## src/bgc_pkg.sv

```systemverilog
package bgc_pkg;

    // Event codes reported once per poll
    typedef enum logic [2:0] {
        EV_NONE       = 3'd0,
        EV_SHORT      = 3'd1,
        EV_LONG       = 3'd2,
        EV_EXTRA      = 3'd3,
        EV_DOUBLE     = 3'd4,
        EV_RESET_HOLD = 3'd5
    } t_event;

    localparam int TIME_W = 32;
    localparam int CFG_W  = 16;

    // Configuration register map: byte address = 4 * index
    localparam int CFG_ADDR_W = 5;
    localparam int CFG_IDX_W  = 3;

    localparam logic [CFG_IDX_W-1:0] REG_DEBOUNCE      = 3'd0;
    localparam logic [CFG_IDX_W-1:0] REG_LONG_PRESS    = 3'd1;
    localparam logic [CFG_IDX_W-1:0] REG_RELEASE_GUARD = 3'd2;
    localparam logic [CFG_IDX_W-1:0] REG_DOUBLE_WINDOW = 3'd3;
    localparam logic [CFG_IDX_W-1:0] REG_EXTRA_LONG    = 3'd4;
    localparam logic [CFG_IDX_W-1:0] REG_RESET_HOLD    = 3'd5;

    // Reset values of the timing windows, in ms
    localparam logic [CFG_W-1:0] RST_DEBOUNCE      = 16'd150;
    localparam logic [CFG_W-1:0] RST_LONG_PRESS    = 16'd2000;
    localparam logic [CFG_W-1:0] RST_RELEASE_GUARD = 16'd50;
    localparam logic [CFG_W-1:0] RST_DOUBLE_WINDOW = 16'd250;
    localparam logic [CFG_W-1:0] RST_EXTRA_LONG    = 16'd20000;
    localparam logic [CFG_W-1:0] RST_RESET_HOLD    = 16'd20000;

    // Timing windows as seen by the classifier core
    typedef struct packed {
        logic [CFG_W-1:0] debounce_ms;
        logic [CFG_W-1:0] long_press_ms;
        logic [CFG_W-1:0] release_guard_ms;
        logic [CFG_W-1:0] double_click_window_ms;
        logic [CFG_W-1:0] extra_long_ms;
        logic [CFG_W-1:0] reset_hold_ms;
    } t_cfg;

endpackage

```

## src/bgc_poll_if.sv

```systemverilog
interface bgc_poll_if;
    logic        valid;
    logic        ready;
    logic [31:0] time_ms;
    logic        button_level;

    modport source (output valid, output time_ms, output button_level, input ready);
    modport sink   (input valid, input time_ms, input button_level, output ready);
endinterface

```

## src/bgc_event_if.sv

```systemverilog
interface bgc_event_if;
    logic       valid;
    logic       ready;
    logic [2:0] event_code;

    modport source (output valid, output event_code, input ready);
    modport sink   (input valid, input event_code, output ready);
endinterface

```

## src/bgc_core.sv

```systemverilog
module bgc_core (
    input  logic                        i_clk,
    input  logic                        i_rst_n,
    input  bgc_pkg::t_cfg               i_cfg,
    input  logic                        i_step,
    input  logic [bgc_pkg::TIME_W-1:0]  i_time_ms,
    input  logic                        i_button_level,
    output bgc_pkg::t_event             o_event_code
);

    logic                       r_is_pressed;
    logic [bgc_pkg::TIME_W-1:0] r_last_event_time;
    logic [bgc_pkg::TIME_W-1:0] r_press_start;
    logic [bgc_pkg::TIME_W-1:0] r_window_start;
    logic                       r_awaiting_second;
    logic                       r_hold_reported;

    logic                       n_is_pressed;
    logic [bgc_pkg::TIME_W-1:0] n_last_event_time;
    logic [bgc_pkg::TIME_W-1:0] n_press_start;
    logic [bgc_pkg::TIME_W-1:0] n_window_start;
    logic                       n_awaiting_second;
    logic                       n_hold_reported;

    logic [bgc_pkg::TIME_W-1:0] since_last;
    logic [bgc_pkg::TIME_W-1:0] held;
    logic [bgc_pkg::TIME_W-1:0] since_window;
    bgc_pkg::t_event            event_code;

    // Wrapping elapsed times
    assign since_last   = i_time_ms - r_last_event_time;
    assign held         = i_time_ms - r_press_start;
    assign since_window = i_time_ms - n_window_start;

    // Classify one poll and work out the next state
    always_comb begin
        n_is_pressed      = r_is_pressed;
        n_last_event_time = r_last_event_time;
        n_press_start     = r_press_start;
        n_window_start    = r_window_start;
        n_awaiting_second = r_awaiting_second;
        n_hold_reported   = r_hold_reported;
        event_code        = bgc_pkg::EV_NONE;

        if (!i_button_level) begin
            // release, once the guard time has passed
            if (r_is_pressed && (since_last > {16'd0, i_cfg.release_guard_ms})) begin
                if (held > {16'd0, i_cfg.long_press_ms}) begin
                    event_code = (held < {16'd0, i_cfg.extra_long_ms}) ?
                                 bgc_pkg::EV_LONG : bgc_pkg::EV_EXTRA;
                end else if (r_awaiting_second) begin
                    event_code        = bgc_pkg::EV_DOUBLE;
                    n_awaiting_second = 1'b0;
                end else begin
                    event_code        = bgc_pkg::EV_SHORT;
                    n_awaiting_second = 1'b1;
                    n_window_start    = i_time_ms;
                end
                n_last_event_time = i_time_ms;
                n_is_pressed      = 1'b0;
                n_hold_reported   = 1'b0;
            end
        end else begin
            // long hold while pressed, reported once
            if (r_is_pressed && !r_hold_reported &&
                (held > {16'd0, i_cfg.reset_hold_ms})) begin
                n_hold_reported = 1'b1;
                event_code      = bgc_pkg::EV_RESET_HOLD;
            end
            // press, once the debounce time has passed
            if (!r_is_pressed && (since_last > {16'd0, i_cfg.debounce_ms})) begin
                n_press_start     = i_time_ms;
                n_last_event_time = i_time_ms;
                n_is_pressed      = 1'b1;
            end
        end

        // double-click window expiry is checked last
        if (n_awaiting_second && (since_window > {16'd0, i_cfg.double_click_window_ms})) begin
            n_awaiting_second = 1'b0;
        end
    end

    assign o_event_code = event_code;

    // State update on each processed poll
    always_ff @(posedge i_clk) begin
        if (!i_rst_n) begin
            r_is_pressed      <= 1'b0;
            r_last_event_time <= '0;
            r_press_start     <= '0;
            r_window_start    <= '0;
            r_awaiting_second <= 1'b0;
            r_hold_reported   <= 1'b0;
        end else if (i_step) begin
            r_is_pressed      <= n_is_pressed;
            r_last_event_time <= n_last_event_time;
            r_press_start     <= n_press_start;
            r_window_start    <= n_window_start;
            r_awaiting_second <= n_awaiting_second;
            r_hold_reported   <= n_hold_reported;
        end
    end

    // a short press always opens the double-click wait
    a_short_opens_wait: assert property (@(posedge i_clk) disable iff (!i_rst_n)
        i_step && (event_code == bgc_pkg::EV_SHORT) |=> r_awaiting_second)
        else $error("short press did not open the double-click wait");

    // a double click closes the wait
    a_double_closes_wait: assert property (@(posedge i_clk) disable iff (!i_rst_n)
        i_step && (event_code == bgc_pkg::EV_DOUBLE) |=> !r_awaiting_second)
        else $error("double click left the wait open");

    // a reset hold is latched and only happens while pressed
    a_hold_latched: assert property (@(posedge i_clk) disable iff (!i_rst_n)
        i_step && (event_code == bgc_pkg::EV_RESET_HOLD) |=> r_hold_reported && r_is_pressed)
        else $error("reset hold not latched");

    // any release event leaves the button released with the hold flag cleared
    a_release_clears: assert property (@(posedge i_clk) disable iff (!i_rst_n)
        i_step && ((event_code == bgc_pkg::EV_SHORT) || (event_code == bgc_pkg::EV_LONG) ||
                   (event_code == bgc_pkg::EV_EXTRA) || (event_code == bgc_pkg::EV_DOUBLE))
        |=> !r_is_pressed && !r_hold_reported)
        else $error("release event left the button pressed");

endmodule

```

## src/button_gesture_classifier.sv

```systemverilog
// Button gesture classifier.
// i_poll carries one poll per request: a millisecond timestamp (time_ms, wraps
// modulo 2^32) and the sampled pin (button_level, 1 = pressed). o_event returns
// exactly one event_code per poll, in order: 0 none, 1 short, 2 long,
// 3 extra long, 4 double click, 5 reset hold.
// The APB port sets the six 16-bit timing windows (ms) at byte addresses
// 0x00..0x14; write only while no poll is in flight. pready is tied high.
// Path: an accepted poll is held in the input register; its event is then
// registered in the result register, from which o_event offers it.
// Throughput: one poll per cycle while o_event.ready is high; the input
// register, the classifier logic and the result register form a two-stage
// pipeline. Stall: while o_event.ready is low a full result register holds,
// the input register still takes one more poll, then i_poll.ready drops.
// Reset (i_rst_n low, synchronous): pipeline emptied, button released, all
// timestamps and flags zero, timing windows back to their defaults.
module button_gesture_classifier (
    input  logic                                i_clk,
    input  logic                                i_rst_n,
    bgc_poll_if.sink                            i_poll,
    bgc_event_if.source                         o_event,
    input  logic                                psel,
    input  logic                                penable,
    input  logic                                pwrite,
    input  logic [bgc_pkg::CFG_ADDR_W-1:0]      paddr,
    input  logic [31:0]                         pwdata,
    output logic [31:0]                         prdata,
    output logic                                pready
);

    bgc_pkg::t_cfg               r_cfg;
    logic [bgc_pkg::CFG_IDX_W-1:0] cfg_idx;
    logic                        cfg_wr;
    logic [bgc_pkg::CFG_W-1:0]   rd_val;

    logic                        r_in_valid;
    logic [bgc_pkg::TIME_W-1:0]  r_in_time;
    logic                        r_in_level;
    logic                        r_out_valid;
    bgc_pkg::t_event             r_out_code;

    logic                        s1_adv;
    logic                        poll_acc;
    bgc_pkg::t_event             core_event;

    // APB register access
    assign pready  = 1'b1;
    assign cfg_idx = paddr[bgc_pkg::CFG_ADDR_W-1:2];
    assign cfg_wr  = psel && penable && pwrite && pready;

    always_ff @(posedge i_clk) begin
        if (!i_rst_n) begin
            r_cfg.debounce_ms            <= bgc_pkg::RST_DEBOUNCE;
            r_cfg.long_press_ms          <= bgc_pkg::RST_LONG_PRESS;
            r_cfg.release_guard_ms       <= bgc_pkg::RST_RELEASE_GUARD;
            r_cfg.double_click_window_ms <= bgc_pkg::RST_DOUBLE_WINDOW;
            r_cfg.extra_long_ms          <= bgc_pkg::RST_EXTRA_LONG;
            r_cfg.reset_hold_ms          <= bgc_pkg::RST_RESET_HOLD;
        end else if (cfg_wr) begin
            case (cfg_idx)
                bgc_pkg::REG_DEBOUNCE:      r_cfg.debounce_ms            <= pwdata[15:0];
                bgc_pkg::REG_LONG_PRESS:    r_cfg.long_press_ms          <= pwdata[15:0];
                bgc_pkg::REG_RELEASE_GUARD: r_cfg.release_guard_ms       <= pwdata[15:0];
                bgc_pkg::REG_DOUBLE_WINDOW: r_cfg.double_click_window_ms <= pwdata[15:0];
                bgc_pkg::REG_EXTRA_LONG:    r_cfg.extra_long_ms          <= pwdata[15:0];
                bgc_pkg::REG_RESET_HOLD:    r_cfg.reset_hold_ms          <= pwdata[15:0];
                default: ;
            endcase
        end
    end

    // read mux
    always_comb begin
        case (cfg_idx)
            bgc_pkg::REG_DEBOUNCE:      rd_val = r_cfg.debounce_ms;
            bgc_pkg::REG_LONG_PRESS:    rd_val = r_cfg.long_press_ms;
            bgc_pkg::REG_RELEASE_GUARD: rd_val = r_cfg.release_guard_ms;
            bgc_pkg::REG_DOUBLE_WINDOW: rd_val = r_cfg.double_click_window_ms;
            bgc_pkg::REG_EXTRA_LONG:    rd_val = r_cfg.extra_long_ms;
            bgc_pkg::REG_RESET_HOLD:    rd_val = r_cfg.reset_hold_ms;
            default:                    rd_val = '0;
        endcase
    end
    assign prdata = {16'd0, rd_val};

    // pipeline handshake
    assign s1_adv       = r_in_valid && (!r_out_valid || o_event.ready);
    assign i_poll.ready = !r_in_valid || s1_adv;
    assign poll_acc     = i_poll.valid && i_poll.ready;

    // input register
    always_ff @(posedge i_clk) begin
        if (!i_rst_n) begin
            r_in_valid <= 1'b0;
        end else if (poll_acc) begin
            r_in_valid <= 1'b1;
        end else if (s1_adv) begin
            r_in_valid <= 1'b0;
        end
    end

    always_ff @(posedge i_clk) begin
        if (poll_acc) begin
            r_in_time  <= i_poll.time_ms;
            r_in_level <= i_poll.button_level;
        end
    end

    bgc_core u_core (
        .i_clk          (i_clk),
        .i_rst_n        (i_rst_n),
        .i_cfg          (r_cfg),
        .i_step         (s1_adv),
        .i_time_ms      (r_in_time),
        .i_button_level (r_in_level),
        .o_event_code   (core_event)
    );

    // result register
    always_ff @(posedge i_clk) begin
        if (!i_rst_n) begin
            r_out_valid <= 1'b0;
        end else if (s1_adv) begin
            r_out_valid <= 1'b1;
        end else if (o_event.ready) begin
            r_out_valid <= 1'b0;
        end
    end

    always_ff @(posedge i_clk) begin
        if (s1_adv) begin
            r_out_code <= core_event;
        end
    end

    assign o_event.valid      = r_out_valid;
    assign o_event.event_code = r_out_code;

    // an accepted poll always lands in the input register
    a_poll_loaded: assert property (@(posedge i_clk) disable iff (!i_rst_n)
        poll_acc |=> r_in_valid)
        else $error("accepted poll lost");

    // a processed poll always produces a result
    a_result_loaded: assert property (@(posedge i_clk) disable iff (!i_rst_n)
        s1_adv |=> r_out_valid)
        else $error("processed poll produced no result");

    // a full pipeline with a stalled receiver takes no poll
    a_full_blocks: assert property (@(posedge i_clk) disable iff (!i_rst_n)
        r_in_valid && r_out_valid && !o_event.ready |-> !i_poll.ready)
        else $error("poll taken while pipeline is full");

endmodule

```

## src/flat_wrapper.sv

```systemverilog
// flat-port wrapper written by rule: the top's interface ports become plain ports
module button_gesture_classifier_flat 
  (i_clk, i_rst_n, psel, penable, pwrite, paddr, pwdata, prdata, pready, i_poll_valid, i_poll_time_ms, i_poll_button_level, i_poll_ready, o_event_valid, o_event_event_code, o_event_ready);
  bgc_poll_if i_poll_i ();
  bgc_event_if o_event_i ();
  input  logic i_clk;
  input  logic i_rst_n;
  input  logic psel;
  input  logic penable;
  input  logic pwrite;
  input  logic [bgc_pkg::CFG_ADDR_W-1:0] paddr;
  input  logic [31:0] pwdata;
  output logic [31:0] prdata;
  output logic pready;
  input wire logic [$bits(i_poll_i.valid)-1:0] i_poll_valid;
  input wire logic [$bits(i_poll_i.time_ms)-1:0] i_poll_time_ms;
  input wire logic [$bits(i_poll_i.button_level)-1:0] i_poll_button_level;
  output wire logic [$bits(i_poll_i.ready)-1:0] i_poll_ready;
  output wire logic [$bits(o_event_i.valid)-1:0] o_event_valid;
  output wire logic [$bits(o_event_i.event_code)-1:0] o_event_event_code;
  input wire logic [$bits(o_event_i.ready)-1:0] o_event_ready;
  assign i_poll_i.valid = i_poll_valid;
  assign i_poll_i.time_ms = i_poll_time_ms;
  assign i_poll_i.button_level = i_poll_button_level;
  assign i_poll_ready = i_poll_i.ready;
  assign o_event_valid = o_event_i.valid;
  assign o_event_event_code = o_event_i.event_code;
  assign o_event_i.ready = o_event_ready;
  button_gesture_classifier u_core (.i_clk(i_clk), .i_rst_n(i_rst_n), .i_poll(i_poll_i), .o_event(o_event_i), .psel(psel), .penable(penable), .pwrite(pwrite), .paddr(paddr), .pwdata(pwdata), .prdata(prdata), .pready(pready));
endmodule
```

## config.mk

```make
export PLATFORM = sky130hd
export DESIGN_NAME = button_gesture_classifier_flat
export DESIGN_NICKNAME = d
export VERILOG_FILES = /design/src/bgc_pkg.sv /design/src/bgc_poll_if.sv /design/src/bgc_event_if.sv /design/src/bgc_core.sv /design/src/button_gesture_classifier.sv /design/src/flat_wrapper.sv
export SDC_FILE = /design/constraint.sdc
export NUM_CORES = 1
export LEC_CHECK = 0
export BUFFER_PORTS_ARGS = -buffer_cell sky130_fd_sc_hd__buf_2
export CAP_MARGIN = 20
export CORE_MARGIN = 1
export CORE_UTILIZATION = 55
export DETAILED_ROUTE_END_ITERATION = 12
export HOLD_SLACK_MARGIN = 0.06
export MAX_ROUTING_LAYER = met4
export PLACE_DENSITY_LB_ADDON = 0.3
export SYNTH_ARGS = -nofsm -noshare
export SYNTH_HDL_FRONTEND = slang
export SYNTH_HIERARCHICAL = 1
export SYNTH_SLANG_ARGS = --single-unit
```

## constraint.sdc

```tcl
create_clock -name i_clk -period 19 [get_ports i_clk]
set_clock_uncertainty 0.2 [all_clocks]
set_input_delay 4.75 -clock i_clk [delete_from_list [all_inputs] [get_ports i_clk]]
set_output_delay 4.75 -clock i_clk [all_outputs]
set_load 0.01 [all_outputs]
```

Word level (Yosys, flattened, before mapping)
Index checks and enable logic that the tools add are counted.
{"block": "op_classes", "mux": 28, "n_reduce_logical": 28, "addsub": 3, "order_cmp": 6, "n_eq_ne": 7}
{"operator": "32-bit two-way mux", "n": 7}
{"operator": "32-bit by 16-bit > comparator with 1-bit output", "n": 5}
{"operator": "16-bit one-hot mux with 6 select lines", "n": 1}
{"operator": "32-bit subtractor", "n": 3}
{"operator": "32-bit by 16-bit < comparator with 1-bit output", "n": 1}
{"operator": "1-bit two-way mux", "n": 15}
{"operator": "3-bit two-way mux", "n": 5}
{"operator": "2-bit AND reduction", "n": 6}
{"operator": "1-bit logical AND", "n": 9}
{"operator": "3-bit AND reduction", "n": 3}
{"operator": "3-bit by 2-bit == test with 1-bit output, second input constant", "n": 2}
{"operator": "3-bit == test, second input constant", "n": 2}
{"operator": "2-bit nonzero test", "n": 3}
{"operator": "1-bit zero test", "n": 4}
{"operator": "2-bit inequality test, second input constant", "n": 2}
{"operator": "3-bit by 1-bit == test with 1-bit output, second input constant", "n": 1}
{"operator": "3-bit zero test", "n": 1}
{"operator": "1-bit logical OR", "n": 2}
{"block": "totals", "word_cells": 89, "out_inout_bits": 38, "in_bits": 77, "regBits": 233}

Logic depth before layout (Yosys ltp)
Gate-level depths: netlist of run 1.
{"block": "depth", "word_depth": 9, "ltp_mapped": 44, "ltp_nobuf": 43}

Hierarchy
The synthesis of run 1 kept the hierarchy.
{"module": "bgc_core", "seq_area_each_um2": 1981.9, "n_inst": 1, "cells_each": 1568, "area_per_inst_um2": 12170.4}
{"module": "button_gesture_classifier", "seq_area_each_um2": 3042.9, "n_inst": 1, "cells_each": 540, "area_per_inst_um2": 5768.0}

Worst setup path after synthesis of run 1
OpenSTA, ideal clock, no wires.
{"block": "synth_timing", "path_type": "input to output", "start": "input paddr[3] in the netlist's numbering", "end": "output prdata[12]", "path_slack_ns": 8.309, "path_buffers": 2, "t_arrival_ns": 5.741, "required_ns": 14.050, "stages": 5, "cell_sequence": "buf_2 -> buf_2 -> mux2_2 -> a32oi_1 -> o21ai_0"}
{"block": "synth_via", "elab_chain_len": 2, "elab_cells_between_ends": 7, "cone_classes": "eq/ne: 5; mux: 1; reduce/logical: 1"}
{"item": "from (decl)", "line_no": "flat_wrapper.sv:11", "text": "input logic [bgc_pkg::CFG_ADDR_W-1:0] paddr;"}
{"item": "3-bit == test (tied with other cells)", "line_no": "button_gesture_classifier.sv:73", "text": "case (cfg_idx)"}
{"item": "16-bit one-hot mux with 6 select lines (*)", "line_no": "button_gesture_classifier.sv:73"}
{"item": "to (decl)", "line_no": "flat_wrapper.sv:13", "text": "output logic [31:0] prdata;"}
Every way passes the cells marked *; elsewhere a longest branch is shown, timed or not.

Final worst setup path of run 1
{"block": "layout_timing", "start": "input paddr[2] in the netlist's numbering", "end": "output prdata[2]"}
Same word-level chain as after synthesis.

==> results of run 1 <==
==> per-stage QoR <==
stage	util (%)	hold WS (ns)
floorplan	-	0.235
global placement	57.8	0.242
detailed placement	57.8	0.249
CTS	60.5	0.257
global route	60.6	0.274
finish	60.6	0.255
==> registers in the layout (all words and copies together) (netlist names) <==
| register | flops |
|---|---|
| u_core/u_core/r_is_pressed | 1 |
| u_core/u_core/r_hold_reported | 1 |
| u_core/r_cfg | 96 |
| u_core/o_event.valid | 1 |
| u_core/r_in_level | 1 |
| u_core/u_core/r_awaiting_second | 1 |
| u_core/u_core/r_window_start | 32 |
| u_core/u_core/r_last_event_time | 32 |
| u_core/o_event.event_code | 3 |
| u_core/r_in_time | 32 |
| u_core/r_in_valid | 1 |
| u_core/u_core/r_press_start | 32 |
==> power breakdown <==
part / switching [mW] / internal [mW]
clock network: 0.222 / 0.291
logic: 0.198 / 0.127
registers: 0.0166 / 0.513
total: 0.437 / 0.931
==> cells by family after synthesis <==
group	synth area share (%)
AND/OR/NAND/NOR	17.7
AO/OA/AOI/OAI	16.9
buffers and inverters	7.22
multiplexers	13.2
flip-flops	28.0
adder cells (fa/ha/maj)	13.7
XOR/XNOR	3.32
other	0.0419
==> metal layers <==
layer	global-route usage, %	vias up	wire length [µm]
li1	-	7558	-
met1	42.9	7530	23700
met2	47.5	556	22000
met3	3.39	69	3560
met4	7.16	0	1000
met5	-	-	0
==> worst max-delay path: stages <==
cell                      delay [ns]
sky130_fd_sc_hd__buf_2          0.08
sky130_fd_sc_hd__buf_4          0.49
sky130_fd_sc_hd__nor2b_1        0.83
sky130_fd_sc_hd__a22oi_1        0.21
sky130_fd_sc_hd__o21ai_0        0.53
sky130_fd_sc_hd__buf_2          0.25
==> synthesized netlist by cell type, types with 10 or more instances <==
cell                       instances
sky130_fd_sc_hd__nand2_1         231
sky130_fd_sc_hd__mux2i_1         214
sky130_fd_sc_hd__dfxtp_1         197
sky130_fd_sc_hd__ha_1            191
sky130_fd_sc_hd__inv_1           175
sky130_fd_sc_hd__a21oi_1         124
sky130_fd_sc_hd__o21ai_0         107
sky130_fd_sc_hd__nor2_1           81
sky130_fd_sc_hd__nor2b_1          81
sky130_fd_sc_hd__nand3_1          75
sky130_fd_sc_hd__a21o_1           47
sky130_fd_sc_hd__clkbuf_1         45
sky130_fd_sc_hd__nand4_1          44
sky130_fd_sc_hd__xnor2_1          43
sky130_fd_sc_hd__edfxtp_1         36
sky130_fd_sc_hd__o21a_1           35
sky130_fd_sc_hd__xor2_1           25
sky130_fd_sc_hd__nor3_1           24
sky130_fd_sc_hd__buf_4            23
sky130_fd_sc_hd__mux2_2           20
sky130_fd_sc_hd__nand2b_1         19
sky130_fd_sc_hd__buf_6            18
sky130_fd_sc_hd__a211oi_1         17
sky130_fd_sc_hd__o211ai_1         17
sky130_fd_sc_hd__buf_2            16
sky130_fd_sc_hd__a32oi_1          12
sky130_fd_sc_hd__and3_1           11
sky130_fd_sc_hd__a31oi_1          10
==> path summary, 6_finish.rpt <==
path,from,end,slack [ns]
max,paddr[2],prdata[2],6.90
min,u_core/u_core/r_last_event_time[24],u_core/u_core/r_last_event_time[24],0.26
max reg2reg,u_core/r_in_time[1],u_core/u_core/r_awaiting_second,7.27
min reg2reg,u_core/u_core/r_last_event_time[24],u_core/u_core/r_last_event_time[24],0.26
==> layout make-up <==
class                           instances  area share [%]
Timing Repair Buffer                   90            2.51
Multi-Input combinational cell       1610            60.6
Clock inverter                         21           0.988
Inverter                              175            3.41
Tap cell                              435            2.83
Clock buffer                           29            3.55
Sequential cell                       233            26.1
==> results.ini, run 1 <==
[finish]
postLayoutCellArea_um2=19300
n_antenna_cell=0
area_growth_syn_to_layout_pct=7.36
nFillCells=2789
instances_no_fill=2593
post_route_cells_drive_above_1_share_pct=8.53
final_nets=2408
seq_area_um2=5020
final_cell_mix=sky130_fd_sc_hd__nand2_1 (231), sky130_fd_sc_hd__mux2i_1 (214), sky130_fd_sc_hd__dfxtp_1 (197)
multiInputGateArea_um2=11700
layout_commonest_cell=sky130_fd_sc_hd__nand2_1

[logic_synthesis]
yosysWarningCount=6
most_used_dff_post_synth=sky130_fd_sc_hd__dfxtp_1
top_cell_type_s_share_of_synthesized_area_pct=22.0
mappedNetlistArea_um2=17900
syn_inst=2108
postSynthRegisterBits=233
synth.top_cells.by_area=sky130_fd_sc_hd__dfxtp_1 (22%), sky130_fd_sc_hd__ha_1 (13%), sky130_fd_sc_hd__mux2i_1 (12%), sky130_fd_sc_hd__edfxtp_1 (6.0%), sky130_fd_sc_hd__nand2_1 (4.8%)
synth_area_leader_cell=sky130_fd_sc_hd__dfxtp_1
synth-edff-count=36
synth.yosys.seq_area_share_pct=28.0
netlist-cell-type-count=92
synth.avg_cell_area_um2=8.51
async_reset_ff_share_pct=0

[route]
wl_per_cell_um=19.4
detailedRoute.firstPassIterationCount=8
detail_route.vias_per_cell=6.06
detailroute.via_count=15700
drcViolationCount=0
drt-total-wl_mm=50.3
postRouteAntennaNets=0
dr.first_iter.drc_count=1270

[timing]
timing.setup.tns_ns=0
worst-slew-pin-transition_ns=1.16
fmaxAchievable_mhz=82.6
period_utilisation_layout_pct=63.7
worst_slew_margin_rel_pct=20.4
timing_max_transition_violations_final=0
grt_setup_unrepaired=no
finalCriticalPeriod_ns=12.10
final-setup-viol-count=0
finalHoldViolCount=0
final_critical_path_setup_slack_ns=6.90

[global_route]
grt_remaining_overflow=0
antenna_found_initial=0
grt_start_max_net_pins=111
grt_pass1_wl_mm=79.0
grt_use_total_pct=30.7
first_global_vias=14800

[run]
max-cap-violations=0

[clock_tree]
cts_tree=built
clk_pin_slew_worst_paths_ns=0.06
cts_root_buffer=sky130_fd_sc_hd__clkbuf_16
clock_sink_count=233
hold_bufs_inserted_after_cts=0
clock_latency_on_the_worst_skew_pair_ns=0.55
cts_made_buffers=27
post-cts-setup-buffer-count=0
cts_htree_levels=1
clk_path_buf_depth=3
resized_after_cts=0

[floorplanning]
fp.coreArea_um2=31800
dieHeight_um=183
dieArea_um2=33300
row_cnt=65
die_w_um=183
boundaryPins=115
floorplan.initialDensity_pct=56.4

[worst_setup_path]
cp-start-kind=primary input
critical_path_class=primary input to output pin
cp_max_fo=39
endpoint_kind=output pin
r2r_cells=37
critPathRequiredTime_ns=14.05
timing.critical_path.arrival_ns=7.15

[worst_hold_path]
min-delay-path-class=flop to flop
whs_path_depth=2

[place]
dp_cells=2542
placed_cell_area_um2=18400
gp_congestion=0.968
io_buffers=79
dp.final_hpwl_mm=38.7
pre_cts_ws_ns=7.06

[pwr]
power_density_nw_per_um2=71.0
design_power_total_mw=1.37
power.leakage_nw=8.38
max-vdd-ir-drop_mv=0.0690

[outcome]
status=finished clean

Power figures use the tool's default switching activity.
==> run 2, diff against run 1 <==
ABC_AREA = 1   (was unset)
clock period = 10.38 ns   (was 19 ns; I/O delays follow)
==> run 2 against run 1 <==
Worst hold slack gained 0.0023 ns; cell count rose by 39%; critical path type is now flop to flop; highest routed layer unchanged; final area increased by 8.7%; first-iteration DRC count increased by 41%.
==> results.ini, run 2 <==
[outcome]
status=finished clean

[worst_setup_path]
critPathRequiredTime_ns=10.68  ; -3.37 ns
critical_path_class=flop to flop
timing.critical_path.arrival_ns=8.66  ; +1.51 ns
cp-start-kind=flop
rrSetupSlack_ns=2.01  ; -5.26 ns
critPathSlowestCell=sky130_fd_sc_hd__edfxtp_1
cp_max_fo=26  ; -33%
worst_path_largest_cell_delay_ns=0.57  ; -0.26 ns
endpoint_kind=flop
crit_path_frequent_cell=sky130_fd_sc_hd__nand2_1
crit_path_launch=u_core/r_in_time[1]
critical_path.reg2reg.startpoint=u_core/r_in_time[1]

[route]
dr.first_iter.drc_count=1788  ; +41%
wl_per_cell_um=15.8  ; -18%
drt-total-wl_mm=57.0  ; +13%
detail_route.vias_per_cell=5.43  ; -10%
detailroute.via_count=19500  ; +24%
detailedRoute.firstPassIterationCount=7  ; -1
drcViolationCount=0  ; unchanged
postRouteAntennaNets=0  ; unchanged

[global_route]
grt_use_total_pct=32.5  ; +1.7 points
grt_pass1_wl_mm=90.6  ; +15%
grt_remaining_overflow=0  ; unchanged
grt_start_max_net_pins=74  ; -33%
antenna_found_initial=0  ; unchanged
first_global_vias=18000  ; +22%

[finish]
registers.top_by_ff_count=u_core/r_cfg
final_cell_mix=sky130_fd_sc_hd__nand2_1 (885), sky130_fd_sc_hd__inv_1 (546), sky130_fd_sc_hd__nor2_1 (312)
area_growth_syn_to_layout_pct=7.68
post_route_cells_drive_above_1_share_pct=7.73  ; -0.79 points
n_antenna_cell=0  ; unchanged
final_nets=3392  ; +41%
number_of_flip_flops_under_the_largest_register_name=96  ; unchanged
layout_commonest_cell=sky130_fd_sc_hd__nand2_1

[timing]
worst-slew-pin-transition_ns=1.22  ; +0.0564 ns
fmaxAchievable_mhz=120
timing.setup.tns_ns=0  ; unchanged
grt_setup_unrepaired=no
timing_max_transition_violations_final=0  ; unchanged
finalCriticalPeriod_ns=8.37
final-setup-viol-count=0  ; unchanged
worst_slew_margin_rel_pct=17.6  ; -2.8 points
finalHoldViolCount=0  ; unchanged
period_utilisation_layout_pct=80.6

[clock_tree]
resized_after_cts=0  ; unchanged
clk_pin_slew_worst_paths_ns=0.06  ; about the same
clock_sink_count=233  ; unchanged
clk_path_buf_depth=3  ; unchanged
cts_root_buffer=sky130_fd_sc_hd__clkbuf_16
post-cts-setup-buffer-count=0  ; unchanged
hold_bufs_inserted_after_cts=0  ; unchanged
cts_tree=built
clock_latency_on_the_worst_skew_pair_ns=0.57  ; +0.02 ns
cts_htree_levels=1  ; unchanged
cts_made_buffers=28  ; +3.7%

[logic_synthesis]
mappedNetlistArea_um2=19400  ; +8.3%
synth.yosys.seq_area_share_pct=25.9  ; -2.2 points
post-synth-top-count-cell=sky130_fd_sc_hd__nand2_1
top_cell_type_s_share_of_synthesized_area_pct=20.3  ; -1.7 points
netlist-cell-type-count=50  ; -46%
synth.top_cells.by_area=sky130_fd_sc_hd__dfxtp_1 (20%), sky130_fd_sc_hd__nand2_1 (17%), sky130_fd_sc_hd__ha_1 (12%), sky130_fd_sc_hd__inv_1 (11%), sky130_fd_sc_hd__nor2_1 (6.0%)
synth_area_leader_cell=sky130_fd_sc_hd__dfxtp_1
syn_inst=3092  ; +47%
synth-edff-count=36  ; unchanged
async_reset_ff_share_pct=0  ; unchanged
postSynthRegisterBits=233  ; unchanged
synth.avg_cell_area_um2=6.29  ; -26%
most_used_dff_post_synth=sky130_fd_sc_hd__dfxtp_1
post_synth_most_frequent_cells=sky130_fd_sc_hd__nand2_1 (886), sky130_fd_sc_hd__inv_1 (546), sky130_fd_sc_hd__nor2_1 (313)
yosysWarningCount=6  ; unchanged

[pwr]
power.leakage_nw=11.0  ; +31%
power_density_nw_per_um2=140  ; +98%
max-vdd-ir-drop_mv=0.133  ; +92%
design_power_total_mw=2.94  ; +110%

[place]
dp.final_hpwl_mm=44.7  ; +16%
io_buffers=79  ; unchanged
gp_congestion=0.992  ; +2.4%

[floorplanning]
fp.coreArea_um2=34600  ; +8.9%
floorplan.initialDensity_pct=56.1  ; -0.29 points
die_w_um=190  ; +4.0%
dieArea_um2=36100  ; +8.3%
boundaryPins=115  ; unchanged
dieHeight_um=190  ; +4.0%
row_cnt=68  ; +4.6%

[run]
max-cap-violations=0  ; unchanged

[worst_hold_path]
holdCritStartpoint=u_core/u_core/r_last_event_time[21]
min-delay-path-class=flop to flop

[run 2: cell types whose count changed in the layout (fill, tap and decap cells not counted), sizes merged, moves of 17 or more]
cell	previous run	this run
a21o	47	6
nor2	84	333
nand3	76	196
a21oi	124	199
inv	179	556
o21ai	112	136
nand2b	19	0
nor2b	81	0
o21a	35	5
mux2i	214	0
xnor2	43	16
nand4	45	62
mux2	20	0
nand2	237	925
[run 2: logic make-up (layout without fill, tap and decap cells)]
family	after synthesis	after routing	synth area share [%]
other cells	2	17	0.0386
compound gates	398	398	11.6
xor+xnor	54	54	2.43
flops	233	233	25.9
buf+inv	660	696	13.8
simple gates	1551	1551	33.6
fa+ha+maj	194	194	12.6
[run 2: worst paths after layout]
check	to	cells past startpoint
worst max-delay path	u_core/u_core/r_awaiting_second	42
worst min-delay path	u_core/u_core/r_last_event_time[21]	2
worst max register to register	u_core/u_core/r_awaiting_second	42
worst min register to register	u_core/u_core/r_last_event_time[21]	2
[run 2: critical path, delay by kind of cell, from the launching register on]
kind,cells,cell delay [ns]
AOI/OAI and AO/OA,8,1.45
xor gates and xnor gates,2,0.69
adders and majority gates,5,1.83
buffers and inverters,2,0.41
DFF,1,0.57
and+or+nand+nor,25,3.10
[run 2: final cells by class]
cell class | instances | area (µm²)
repair buffers | 89 | 473
clock inverters | 16 | 189
flip-flops and latches | 233 | 5020
inverters | 555 | 2080
fillers | 3316 | 13700
multi-input cells | 2214 | 11800
clock buffers | 36 | 792
well taps | 455 | 569
[run 2: layer usage]
metal	up-vias	GRT usage (%)	routed length (µm)	part of all wire [%]
li1	9789	-	-	-
met1	8926	42.3	25200	44
met2	703	51.9	25600	45
met3	118	3.91	4290	7.5
met4	0	10.8	1810	3.2
met5	-	-	0	0
[run 2: stage by stage]
| stage | utilization, % | instance area [µm²] | instances | setup slack, ns | hold WS, ns |
|---|---|---|---|---|---|
| 6_report | 60.4 | 20900 | 3598 | 2.01 | 0.257 |
| 3_5_place_dp | 57.6 | 19900 | 3546 | 2.12 | 0.246 |
| 5_1_grt | 60.4 | 20900 | 3598 | 1.44 | 0.273 |
| 4_1_cts | 60.4 | 20900 | 3598 | 2.08 | 0.260 |
| 3_3_place_gp | 57.6 | 19900 | 3546 | 2.22 | 0.240 |
| 2_1_floorplan | - | 19500 | 3107 | 4.07 | 0.231 |
[run 2: power by group]
group	internal, mW	switching (mW)	total, mW
Clock	0.618	0.419	1.04
Combinational	0.314	0.592	0.906
Sequential	0.956	0.0375	0.994
==> run 3, diff against run 2 <==
clock period = 7.85 ns   (was 10.38 ns; I/O delays follow)
==> run 3 against run 2 <==
Critical path type unchanged; clock power rose by 29%; sequential share of layout area down 0.58 points; die area unchanged; highest routed layer unchanged; combinational power grew 41%; power rose by 33%; critical path depth down 2; global-route usage grew 0.96 points; largest power group unchanged.
==> results.ini, run 3 (synthesized netlist as in run 2, its figures left out) <==
[timing]
finalHoldViolCount=0  ; unchanged
worst-slew-pin-transition_ns=1.08  ; -0.143 ns
timing_max_transition_violations_final=0  ; unchanged
fmaxAchievable_mhz=136  ; +14%
final_critical_path_setup_slack_ns=0.490  ; -1.52 ns
finalCriticalPeriod_ns=7.36  ; -1.01 ns
final-setup-viol-count=0  ; unchanged
worst_slew_margin_rel_pct=27.9  ; +10 points
period_utilisation_layout_pct=93.8  ; +13 points

[finish]
final_cell_mix=sky130_fd_sc_hd__nand2_1 (884), sky130_fd_sc_hd__inv_1 (546), sky130_fd_sc_hd__nor2_1 (312)
number_of_flip_flops_under_the_largest_register_name=96  ; unchanged
instances_no_fill=3648  ; +1.4%
final_nets=3444  ; +1.5%
registers.top_by_ff_count=u_core/r_cfg
layout_commonest_cell=sky130_fd_sc_hd__nand2_1
area_growth_syn_to_layout_pct=10.3
nFillCells=3353  ; +1.1%
post_route_cells_drive_above_1_share_pct=9.81  ; +2.1 points

[run]
max-cap-violations=0  ; unchanged

[clock_tree]
cts_htree_levels=1  ; unchanged
cts_tree=built
cts_root_buffer=sky130_fd_sc_hd__clkbuf_16
clk_path_buf_depth=3  ; unchanged
clk_pin_slew_worst_paths_ns=0.06  ; about the same
clock_sink_count=233  ; unchanged
cts_made_buffers=27  ; -3.6%
hold_bufs_inserted_after_cts=0  ; unchanged
clock_latency_on_the_worst_skew_pair_ns=0.59  ; +0.02 ns

[floorplanning]
fp.coreArea_um2=34600  ; unchanged
dieHeight_um=190  ; unchanged
die_w_um=190  ; unchanged
dieArea_um2=36100  ; unchanged
boundaryPins=115  ; unchanged
row_cnt=68  ; unchanged
floorplan.initialDensity_pct=56.1  ; unchanged

[route]
drcViolationCount=0  ; unchanged
detailedRoute.firstPassIterationCount=8  ; +1
detail_route.vias_per_cell=5.38  ; -0.83%
postRouteAntennaNets=0  ; unchanged
dr.first_iter.drc_count=1688  ; -5.6%
wl_per_cell_um=16.2  ; +2.5%
drt-total-wl_mm=59.2  ; +3.9%
detailroute.via_count=19600  ; +0.55%

[global_route]
grt_pass1_wl_mm=92.4  ; +2.0%
grt_use_total_pct=33.4  ; +0.96 points
grt_remaining_overflow=0  ; unchanged
first_global_vias=18000  ; -0.11%
grt_start_max_net_pins=112  ; +51%
antenna_found_initial=0  ; unchanged

[worst_setup_path]
cp_max_fo=14  ; -46%
endpoint=u_core/u_core/r_awaiting_second
worst_path_largest_cell_delay_ns=0.55  ; -0.02 ns
critical_path.reg2reg.startpoint=u_core/r_in_time[13]
r2r_cells=40  ; -4.8%
timing.rr.end=u_core/u_core/r_awaiting_second
timing.critical_path.arrival_ns=7.68  ; -0.98 ns
critical_path_class=flop to flop
endpoint_kind=flop
rrSetupSlack_ns=0.49  ; -1.52 ns
critPathSlowestCell=sky130_fd_sc_hd__edfxtp_1
crit_path_launch=u_core/r_in_time[13]
crit_path_frequent_cell=sky130_fd_sc_hd__nand2_1
critPathRequiredTime_ns=8.17  ; -2.51 ns
cp-start-kind=flop

[pwr]
power_density_nw_per_um2=183  ; +30%
pwr-share-clk_pct=34.2  ; -1.1 points
total_switching_power_mw=1.41  ; +35%
comb_power_share_pct=32.5  ; +1.6 points
power.leakage_nw=11.2  ; +2.2%
max-vdd-ir-drop_mv=0.208  ; +57%
cellInternalPower_mw=2.51  ; +33%
power.sequential.fraction_pct=33.3  ; -0.5 points
p_sw_share_pct=36.0  ; +0.34 points

[place]
dp_cells=3587  ; +1.2%
gp_congestion=0.961  ; -3.1%
io_buffers=79  ; unchanged
dp.final_hpwl_mm=46.4  ; +4.0%
pre_cts_ws_ns=0.193  ; -1.93 ns

[outcome]
status=finished clean

[worst_hold_path]
min-delay-path-class=flop to flop

run 3: worst min path at each step:
stage	from	endpoint	slack, ns	depth (start not counted)
2_1_floorplan	u_core/u_core/r_hold_reported	u_core/u_core/r_hold_reported	0.23	2
3_3_place_gp	u_core/u_core/r_hold_reported	u_core/u_core/r_hold_reported	0.24	2
3_5_place_dp	u_core/u_core/r_hold_reported	u_core/u_core/r_hold_reported	0.25	2
4_1_cts	u_core/u_core/r_hold_reported	u_core/u_core/r_hold_reported	0.26	2
5_1_grt	u_core/u_core/r_press_start[4]	u_core/u_core/r_press_start[4]	0.28	2
6_report	u_core/u_core/r_press_start[22]	u_core/u_core/r_press_start[22]	0.26	2
run 3: what timing repair did:
action,in CTS,in global routing
buffers inserted,0,11
setup endpoints to repair,0,1
gates resized for setup,0,24
run 3: layout make-up:
type / instances / area, µm² / share of cell area, %
clock inverter: 17 / 194 / 0.904
tap: 455 / 569 / 2.65
clock buffer: 31 / 743 / 3.47
timing repair buffer: 142 / 891 / 4.15
multi-input combinational: 2214 / 11900 / 55.7
antenna: 1 / 2.50 / 0.0117
sequential: 233 / 5020 / 23.4
inverter: 555 / 2080 / 9.71
run 3: critical path, delay by kind of cell (launching register included):
kind,cells,cell delay (ns)
AO/OA/AOI/OAI,8,1.20
XOR/XNOR,2,0.65
adder cells (fa/ha/maj),4,1.51
buffers and inverters,1,0.17
flip-flops,1,0.55
AND/OR/NAND/NOR,25,3.03
run 3: metal layers:
layer	GRT usage (%)	vias to the layer above	share of wire [%]
met5	-	-	0
met4	9.99	0	2.8
met3	4.15	111	7.6
met2	52.6	708	45
met1	44.6	8944	45
li1	-	9881	-
run 3: stage by stage:
| stage | total power [mW] | cell area, µm² | setup TNS (ns) | util, % | hold slack, ns |
|---|---|---|---|---|---|
| after CTS | 3.90 | 21200 | 0 | 61.2 | 0.260 |
| after floorplan | 2.20 | 19500 | 0 | - | 0.231 |
| after global placement | 2.52 | 20300 | 0 | 58.5 | 0.239 |
| final | 3.92 | 21400 | 0 | 61.9 | 0.255 |
| after detailed placement | 2.56 | 20300 | 0 | 58.5 | 0.250 |
| after global routing | 4.15 | 21400 | -0.0344 | 61.9 | 0.278 |
run 3: power by group through the flow:
stage	sequential (mW)	combinational [mW]	clock [mW]
detailed placement	1.34	1.22	0
global placement	1.33	1.19	0
global route	1.31	1.43	1.40
finish	1.31	1.28	1.34
floorplan	1.32	0.884	0
CTS	1.31	1.23	1.36
